<file path="src/rtl/core/ntpcal_pkg.sv">
// ----------------------------------------------------------------------------
// ntpcal_pkg
// Shared types, register indexes and constants for the NTP seconds to
// calendar converter.
// ----------------------------------------------------------------------------
package ntpcal_pkg;

  // configuration register indexes
  localparam logic [7:0] REG_MIN_VALID   = 8'd0;
  localparam logic [7:0] REG_ZONE_OFFSET = 8'd1;

  localparam logic [31:0] MIN_VALID_RESET   = 32'd3913056000;
  localparam logic [16:0] ZONE_OFFSET_RESET = 17'd25200;

  // NTP seconds at 2000-01-01 00:00:00 UTC
  localparam logic [33:0] NTP_AT_2000 = 34'd3155673600;

  // 86400 = 675 * 128
  localparam logic [9:0]  DAY_UNIT   = 10'd675;
  localparam logic [14:0] RECIP_675  = 15'((64'd1 << 24) / 64'd675);

  // days from 1996-03-01 to 2000-01-01; four-year cycles hold up to 2099
  localparam logic [15:0] SHIFT_1996  = 16'd1401;
  localparam logic [10:0] CYCLE_DAYS  = 11'd1461;
  localparam logic [5:0]  RECIP_1461  = 6'((64'd1 << 16) / 64'd1461);

  // 2000-01-01 was a Saturday
  localparam logic [15:0] WEEK_SHIFT = 16'd6;
  localparam logic [13:0] RECIP_7    = 14'((64'd1 << 16) / 64'd7);

  // 3600 = 225 * 16, 60 = 15 * 4
  localparam logic [7:0] HOUR_UNIT  = 8'd225;
  localparam logic [5:0] RECIP_225  = 6'((64'd1 << 13) / 64'd225);
  localparam logic [3:0] MIN_UNIT   = 4'd15;
  localparam logic [6:0] RECIP_15   = 7'((64'd1 << 10) / 64'd15);

  typedef struct packed {
    logic [31:0] min_valid;
    logic [16:0] zone_offset;
  } cfg_t;

  // first day of each month of a March-based year
  function automatic logic [8:0] month_start(input logic [3:0] mp);
    logic [8:0] d;
    case (mp)
      4'd0:    d = 9'd0;
      4'd1:    d = 9'd31;
      4'd2:    d = 9'd61;
      4'd3:    d = 9'd92;
      4'd4:    d = 9'd122;
      4'd5:    d = 9'd153;
      4'd6:    d = 9'd184;
      4'd7:    d = 9'd214;
      4'd8:    d = 9'd245;
      4'd9:    d = 9'd275;
      4'd10:   d = 9'd306;
      4'd11:   d = 9'd337;
      default: d = 9'd0;
    endcase
    return d;
  endfunction

endpackage

</file>
<file path="src/rtl/core/ntpcal_conv.sv">
// ----------------------------------------------------------------------------
// ntpcal_conv
// Seven-stage conversion pipeline: epoch shift, day split, four-year cycle,
// year of cycle, month and day, with time of day and weekday alongside.
// ----------------------------------------------------------------------------
module ntpcal_conv (
  input  logic                  clk,
  input  logic                  rst,
  input  ntpcal_pkg::cfg_t      cfg,
  input  logic                  ntp_valid,
  output logic                  ntp_stall,
  input  logic [31:0]           ntp_seconds,
  output logic                  cal_valid,
  input  logic                  cal_stall,
  output logic                  status,
  output logic [6:0]            year_in_century,
  output logic [3:0]            month,
  output logic [4:0]            day_of_month,
  output logic [2:0]            weekday,
  output logic [4:0]            hour,
  output logic [5:0]            minute,
  output logic [5:0]            second
);

  logic       adv;
  logic [6:0] vld;

  assign adv       = !(vld[6] && cal_stall);
  assign ntp_stall = !adv;
  assign cal_valid = vld[6];

  always_ff @(posedge clk) begin
    if (rst) begin
      vld <= '0;
    end else if (adv) begin
      vld <= {vld[5:0], ntp_valid};
    end
  end

  // stage a: shift to seconds since 2000 in local time
  logic [33:0] a_sum;
  logic        a_inv;
  logic [30:0] a_secs;

  assign a_sum = {2'b00, ntp_seconds} + {{17{cfg.zone_offset[16]}}, cfg.zone_offset}
                 - ntpcal_pkg::NTP_AT_2000;

  // stage b: day estimate
  logic [38:0] b_prod;
  logic        b_inv;
  logic [14:0] b_q;
  logic [23:0] b_x;
  logic [6:0]  b_lo;

  assign b_prod = 39'(a_secs[30:7]) * 39'(ntpcal_pkg::RECIP_675);

  // stage c: day correction
  logic [24:0] c_prod;
  logic [24:0] c_diff;
  logic [10:0] c_r;
  logic        c_over;
  logic [10:0] c_rr;
  logic        c_inv;
  logic [14:0] c_days;
  logic [16:0] c_secs;

  assign c_prod = 25'(b_q) * 25'(ntpcal_pkg::DAY_UNIT);
  assign c_diff = {1'b0, b_x} - c_prod;
  assign c_r    = c_diff[10:0];
  assign c_over = c_r >= 11'(ntpcal_pkg::DAY_UNIT);
  assign c_rr   = c_over ? c_r - 11'(ntpcal_pkg::DAY_UNIT) : c_r;

  // stage d: cycle, hour and week estimates
  logic [15:0] d_d3_n;
  logic [15:0] d_w_n;
  logic [21:0] d_cprod;
  logic [18:0] d_hprod;
  logic [29:0] d_wprod;
  logic        d_inv;
  logic [15:0] d_d3;
  logic [15:0] d_w;
  logic [12:0] d_h;
  logic [3:0]  d_lo;
  logic [5:0]  d_cq;
  logic [4:0]  d_hq;
  logic [13:0] d_wq;

  assign d_d3_n  = {1'b0, c_days} + ntpcal_pkg::SHIFT_1996;
  assign d_w_n   = {1'b0, c_days} + ntpcal_pkg::WEEK_SHIFT;
  assign d_cprod = 22'(d_d3_n) * 22'(ntpcal_pkg::RECIP_1461);
  assign d_hprod = 19'(c_secs[16:4]) * 19'(ntpcal_pkg::RECIP_225);
  assign d_wprod = 30'(d_w_n) * 30'(ntpcal_pkg::RECIP_7);

  // stage e: corrections
  logic [16:0] e_cp;
  logic [16:0] e_cd;
  logic [11:0] e_cr;
  logic        e_cover;
  logic [12:0] e_hp;
  logic [12:0] e_hd;
  logic [8:0]  e_hr;
  logic        e_hover;
  logic [8:0]  e_hrr;
  logic [15:0] e_wp;
  logic [15:0] e_wd;
  logic [3:0]  e_wr;
  logic [3:0]  e_wrr;
  logic        e_inv;
  logic [5:0]  e_cyc;
  logic [10:0] e_doc;
  logic [4:0]  e_hour;
  logic [11:0] e_rem;
  logic [2:0]  e_wday;

  assign e_cp    = 17'(d_cq) * 17'(ntpcal_pkg::CYCLE_DAYS);
  assign e_cd    = {1'b0, d_d3} - e_cp;
  assign e_cr    = e_cd[11:0];
  assign e_cover = e_cr >= 12'(ntpcal_pkg::CYCLE_DAYS);
  assign e_hp    = 13'(d_hq) * 13'(ntpcal_pkg::HOUR_UNIT);
  assign e_hd    = d_h - e_hp;
  assign e_hr    = e_hd[8:0];
  assign e_hover = e_hr >= 9'(ntpcal_pkg::HOUR_UNIT);
  assign e_hrr   = e_hover ? e_hr - 9'(ntpcal_pkg::HOUR_UNIT) : e_hr;
  assign e_wp    = 16'(d_wq) * 16'd7;
  assign e_wd    = d_w - e_wp;
  assign e_wr    = e_wd[3:0];
  assign e_wrr   = (e_wr >= 4'd7) ? e_wr - 4'd7 : e_wr;

  // stage f: year of cycle, minute estimate
  logic [1:0]  f_yoc;
  logic [10:0] f_doy_n;
  logic [16:0] f_mprod;
  logic        f_inv;
  logic [8:0]  f_doy;
  logic [6:0]  f_year;
  logic [5:0]  f_mq;
  logic [11:0] f_rem;
  logic [4:0]  f_hour;
  logic [2:0]  f_wday;

  always_comb begin
    if (e_doc >= 11'd1095) begin
      f_yoc   = 2'd3;
      f_doy_n = e_doc - 11'd1095;
    end else if (e_doc >= 11'd730) begin
      f_yoc   = 2'd2;
      f_doy_n = e_doc - 11'd730;
    end else if (e_doc >= 11'd365) begin
      f_yoc   = 2'd1;
      f_doy_n = e_doc - 11'd365;
    end else begin
      f_yoc   = 2'd0;
      f_doy_n = e_doc;
    end
  end

  assign f_mprod = 17'(e_rem[11:2]) * 17'(ntpcal_pkg::RECIP_15);

  // stage g: month, day, minute, second
  logic [3:0]  g_mp;
  logic [8:0]  g_day;
  logic [3:0]  g_month;
  logic [6:0]  g_year;
  logic [9:0]  g_mp10;
  logic [9:0]  g_md;
  logic [4:0]  g_mr;
  logic        g_mover;
  logic [4:0]  g_mrr;
  logic [5:0]  g_min;

  always_comb begin
    g_mp = 4'd0;
    for (int k = 1; k < 12; k++) begin
      if (f_doy >= ntpcal_pkg::month_start(4'(k))) begin
        g_mp = 4'(k);
      end
    end
  end

  assign g_day   = f_doy - ntpcal_pkg::month_start(g_mp) + 9'd1;
  assign g_month = (g_mp < 4'd10) ? g_mp + 4'd3 : g_mp - 4'd9;
  assign g_year  = f_year + 7'((g_month <= 4'd2) ? 1 : 0);
  assign g_mp10  = 10'(f_mq) * 10'(ntpcal_pkg::MIN_UNIT);
  assign g_md    = f_rem[11:2] - g_mp10;
  assign g_mr    = g_md[4:0];
  assign g_mover = g_mr >= 5'(ntpcal_pkg::MIN_UNIT);
  assign g_mrr   = g_mover ? g_mr - 5'(ntpcal_pkg::MIN_UNIT) : g_mr;
  assign g_min   = f_mq + 6'(g_mover);

  always_ff @(posedge clk) begin
    if (adv) begin
      a_inv  <= (ntp_seconds < cfg.min_valid) || a_sum[33];
      a_secs <= a_sum[30:0];

      b_inv <= a_inv;
      b_q   <= b_prod[38:24];
      b_x   <= a_secs[30:7];
      b_lo  <= a_secs[6:0];

      c_inv  <= b_inv;
      c_days <= b_q + 15'(c_over);
      c_secs <= {c_rr[9:0], b_lo};

      d_inv <= c_inv;
      d_d3  <= d_d3_n;
      d_w   <= d_w_n;
      d_h   <= c_secs[16:4];
      d_lo  <= c_secs[3:0];
      d_cq  <= d_cprod[21:16];
      d_hq  <= d_hprod[17:13];
      d_wq  <= d_wprod[29:16];

      e_inv  <= d_inv;
      e_cyc  <= d_cq + 6'(e_cover);
      e_doc  <= e_cover ? 11'(e_cr - 12'(ntpcal_pkg::CYCLE_DAYS)) : e_cr[10:0];
      e_hour <= d_hq + 5'(e_hover);
      e_rem  <= {e_hrr[7:0], d_lo};
      e_wday <= e_wrr[2:0] + 3'd1;

      f_inv  <= e_inv;
      f_doy  <= f_doy_n[8:0];
      f_year <= 7'({e_cyc, 2'b00}) + 7'(f_yoc) - 7'd4;
      f_mq   <= f_mprod[15:10];
      f_rem  <= e_rem;
      f_hour <= e_hour;
      f_wday <= e_wday;

      status          <= f_inv;
      year_in_century <= f_inv ? '0 : g_year;
      month           <= f_inv ? '0 : g_month;
      day_of_month    <= f_inv ? '0 : g_day[4:0];
      weekday         <= f_inv ? '0 : f_wday;
      hour            <= f_inv ? '0 : f_hour;
      minute          <= f_inv ? '0 : g_min;
      second          <= f_inv ? '0 : {g_mrr[3:0], f_rem[1:0]};
    end
  end

endmodule

</file>
<file path="src/rtl/core/ntp_seconds_to_calendar.sv">
// ----------------------------------------------------------------------------
// ntp_seconds_to_calendar
// Converts NTP seconds to local calendar date and time of day.
// ----------------------------------------------------------------------------
// Input channel: ntp_valid / ntp_stall with ntp_seconds. A transaction is
// taken at an edge with ntp_valid high and ntp_stall low.
// Output channel: cal_valid / cal_stall with status and the calendar fields,
// one result per input transaction, in order.
// Config channel: cfg_valid / cfg_ready with cfg_index and cfg_data; ready is
// always high. Index 0 sets the minimum valid NTP seconds, index 1 the
// 17-bit signed zone offset (cfg_data[16:0]); other indexes are ignored.
// One transaction per cycle is sustained while no result is stalled, set by
// the seven-stage divide-by-constant pipeline.
// A stalled result freezes the whole pipeline and raises ntp_stall in the
// same cycle; nothing is dropped or repeated.
// Reset clears the pipeline and loads the register defaults (minimum
// 3913056000, offset +25200 s).
// Rejected timestamps give status 1 with every other field zero.
// ----------------------------------------------------------------------------
module ntp_seconds_to_calendar (
  input  logic        clk,
  input  logic        rst,
  input  logic        ntp_valid,
  output logic        ntp_stall,
  input  logic [31:0] ntp_seconds,
  output logic        cal_valid,
  input  logic        cal_stall,
  output logic        status,
  output logic [6:0]  year_in_century,
  output logic [3:0]  month,
  output logic [4:0]  day_of_month,
  output logic [2:0]  weekday,
  output logic [4:0]  hour,
  output logic [5:0]  minute,
  output logic [5:0]  second,
  input  logic        cfg_valid,
  output logic        cfg_ready,
  input  logic [7:0]  cfg_index,
  input  logic [31:0] cfg_data
);

  ntpcal_pkg::cfg_t cfg;

  assign cfg_ready = 1'b1;

  always_ff @(posedge clk) begin
    if (rst) begin
      cfg.min_valid   <= ntpcal_pkg::MIN_VALID_RESET;
      cfg.zone_offset <= ntpcal_pkg::ZONE_OFFSET_RESET;
    end else if (cfg_valid && cfg_ready) begin
      case (cfg_index)
        ntpcal_pkg::REG_MIN_VALID:   cfg.min_valid   <= cfg_data;
        ntpcal_pkg::REG_ZONE_OFFSET: cfg.zone_offset <= cfg_data[16:0];
        default: ;
      endcase
    end
  end

  ntpcal_conv u_conv (
    .clk             (clk),
    .rst             (rst),
    .cfg             (cfg),
    .ntp_valid       (ntp_valid),
    .ntp_stall       (ntp_stall),
    .ntp_seconds     (ntp_seconds),
    .cal_valid       (cal_valid),
    .cal_stall       (cal_stall),
    .status          (status),
    .year_in_century (year_in_century),
    .month           (month),
    .day_of_month    (day_of_month),
    .weekday         (weekday),
    .hour            (hour),
    .minute          (minute),
    .second          (second)
  );

endmodule

</file>
<file path="config.mk">
export PLATFORM = sky130hd
export DESIGN_NAME = ntp_seconds_to_calendar
export DESIGN_NICKNAME = d
export VERILOG_FILES = /design/src/rtl/core/ntpcal_pkg.sv /design/src/rtl/core/ntpcal_conv.sv /design/src/rtl/core/ntp_seconds_to_calendar.sv
export SDC_FILE = /design/constraint.sdc
export NUM_CORES = 1
export LEC_CHECK = 0
export BUFFER_PORTS_ARGS = -buffer_cell sky130_fd_sc_hd__buf_4
export CORE_MARGIN = 1.5
export CORE_UTILIZATION = 49
export CTS_CLUSTER_DIAMETER = 50
export DETAILED_ROUTE_END_ITERATION = 8
export PLACE_DENSITY = 0.76
export SYNTH_ARGS = -nofsm -noshare
export SYNTH_HDL_FRONTEND = slang
export SYNTH_SLANG_ARGS = --single-unit
export TNS_END_PERCENT = 20
</file>
<file path="constraint.sdc">
create_clock -name clk -period 32.3 [get_ports clk]
set_clock_uncertainty 0.2 [all_clocks]
set_input_delay 4.845 -clock clk [delete_from_list [all_inputs] [get_ports clk]]
set_output_delay 4.845 -clock clk [all_outputs]
set_load 0.03 [all_outputs]
</file>
==> results.md <==
* Cell taking the most area after synthesis: edfxtp_1
* Crit Path Class: input port to output port
* Number of clock sinks at between 300 and 400
* Die extent in x at 242.1 microns
* Initial antenna violation count at 0
* Worst Setup End Kind: output port
* Clock Path Buffers at 3
* Setup Total Neg Slack at 0 ns
* Root buf cell: clkbuf_16
* Filler cells at 4725
* Syn_area_per_cell at roughly 10 sq um
* # hold bufs at CTS at 0
* Sequential area share after synthesis at 31.43%
* Rel. slew slack at 30.13%
* Register clock-pin slew on the reported worst setup and hold paths at roughly 0.06 ns
* TritonCTS clock tree: built
* Cell with the most instances after synthesis: ha_1
* Fin nets at approximately 3600
* Tmin final at 11.22 ns
* Max Slew Vio Count at 0
* Worst setup SP type: input port
* #FFs+latches synth at 312
* Num CTS Buffers at ~40
* Row count at 87
* DP HPWL at 41920 microns
* First-pass GRT wire length at 89740 microns
* DRC viols at 0
* I/O pin count at 117
* Initial Util at 49.60%
* Crit path top cell by count: buf_4
* Synth Instances at around 2700
* Most frequent cells after synthesis: ha_1, inv_1, edfxtp_1, fa_1, xnor2_1
* N_diodes at 0
* Share of layout cells above drive strength 1 at 8.011%
* Worst EP arrival at 6.17 ns
* H-Tree Level Count at 2
* Synth area leaders: edfxtp_1, ha_1, fa_1
* Fin crit share at 34.73%
* CP max-delay cell: nand2_4
* Antenna-violating nets left at 0
* Total number of vias at roughly 19000
* Asr flop ratio synth at 0%
* Largest net degree at the start of global routing at 71
* Starting DRT DRC Count at 860
* Slowest stage delay, CP at 0.55 ns
* Critical-path cell list: buf_4 -> nand2_4 -> clkinv_1 -> buf_4
* Worst-Margin Slew at around 1.0 ns
* Critical Path RT at roughly 27 ns
* Yosys top cell area share at 27.43%
* Core area at 56500 sq um
* Hold Fails Final Rpt at 0
* DIE HEIGHT at 242.1 microns
* Hold Path Class: flop to flop
* Total grt overflow at 0
* Resize count post-CTS at 0
* Vias in the first global route at 19850
* Unrepaired setup endpoints after global routing: no
* Area delta synth->final at 10.61%
* Crit Path Max Fanout at between 60 and 70
* Final Setup Violations at 0
* 1st-pass router iterations at 8
* Max Fclk at 89.15 MHz
* Net count after synthesis at approximately 3400
* Post-synth EDFFs at 256
* Primary FF master, synth: edfxtp_1
* Die ar. at 58630 sq um
* Post-Syn Area at 28020 sq um
* Post-CTS setup buffer count at 0
* Gr usage total at 18.20%
* Post-Route WL at 51920 microns
* Per-cell routed wire length at 14.51 microns
* Max Cap Viol at 0
* Worst skew pair latency at 0.56 ns
* Yosys warns at 0
* Outcome: finished clean
* Buffers on Ports at around 120
* Placer congestion estimate at a little under 0.9
* Post-synthesis cell type count at 91
* Vias per inst at 5.236
through the flow:
stage | utilization [%] | instances | cell area (sq um) | setup slack (ns) | hold WS, ns
after floorplan | - | 2670 | 28020 | 14.33 | 0.2003
after global placement | 52.59 | 3504 | 29710 | 21.08 | 0.2002
after detailed placement | 52.59 | 3504 | 29710 | 21.05 | 0.2045
after CTS | 54.86 | 3577 | 31000 | 21.04 | 0.2158
after global routing | 54.86 | 3577 | 31000 | 20.91 | 0.2212
final | 54.86 | 3577 | 31000 | 21.08 | 0.2136
path summary, 6_finish.rpt:
kind	startpoint	end	slack, ns	cells past startpoint
max	cal_stall	ntp_stall	21.08	4
min reg2reg	u_conv.a_secs[0]	u_conv.b_lo[0]	0.21	0
min	u_conv.a_secs[0]	u_conv.b_lo[0]	0.21	0
max reg2reg	u_conv.a_secs[10]	u_conv.b_q[14]	26.01	18
worst max-delay path, delay by kind of cell:
kind | cells | cell delay, ns
buffers and inverters | 3 | 0.77
and+or+nand+nor | 1 | 0.55
cell type report:
type	count	area (sq um)	share of cell area, %
clock buffer	50	1060	3.419
clock inverter	23	226.5	0.7306
inverter	501	1881	6.067
multi-input combinational	1816	17180	55.43
sequential	312	8808	28.42
tap	756	945.9	3.052
timing repair buffer	119	893.4	2.882
placed cells by master, fill, tap and decap left out, drive strengths merged, types with 18 or more instances in the layout:
cell | netlist | layout
fa | 172 | 172
o21ai | 77 | 77
a21oi | 132 | 132
nand4 | 22 | 22
dfxtp | 56 | 56
o21a | 27 | 27
nor3 | 25 | 25
nand2b | 23 | 23
nand2 | 126 | 126
clkbuf | 34 | 50
xor2 | 61 | 61
a211o | 22 | 22
nand3 | 42 | 42
buf | 7 | 119
inv | 499 | 506
nor2b | 35 | 35
a21o | 40 | 40
ha | 519 | 519
xnor2 | 153 | 153
a211oi | 18 | 18
nor2 | 150 | 150
edfxtp | 256 | 256
sequential cells by signal (all words and copies together), names as in the netlist, 6 cells and up:
signal                  flops
cfg                        49
u_conv.a_secs              31
u_conv.b_lo                 7
u_conv.b_q                 15
u_conv.b_x                 11
u_conv.c_days              15
u_conv.c_secs              17
u_conv.d_cq                 6
u_conv.d_d3                12
u_conv.d_h                  9
u_conv.e_doc               11
u_conv.e_rem               12
u_conv.f_doy                9
u_conv.f_mq                 6
u_conv.f_rem                7
u_conv.f_year               7
u_conv.minute               6
u_conv.second               6
u_conv.vld                  7
u_conv.year_in_century      7
kinds of logic (layout without fill, tap and decap cells):
| family | after synthesis | after routing | synth area share, % |
|---|---|---|---|
| buffers and inverters | 542 | 693 | 7.309 |
| XOR/XNOR | 214 | 214 | 6.809 |
| adder cells (fa/ha/maj) | 691 | 691 | 35.46 |
| multiplexers | 20 | 20 | 0.7456 |
| AND/OR/NAND/NOR | 476 | 476 | 8.095 |
| other | 1 | 1 | 0.01338 |
| AO/OA/AOI/OAI | 414 | 414 | 10.14 |
| flip-flops | 312 | 312 | 31.43 |
routing by layer:
layer | vias to the layer above | global-route usage, % | part of all wire [%]
met5 | - | 0 | 0
met4 | 0 | 6.305 | 2.9
met3 | 98 | 2.548 | 3.8
met2 | 379 | 35.04 | 52
met1 | 8933 | 20.28 | 41
li1 | 9319 | - | -
Power is left out: the tool's default activity adds up to more than one toggle a clock period on the data nets, which glitch-free logic cannot reach.
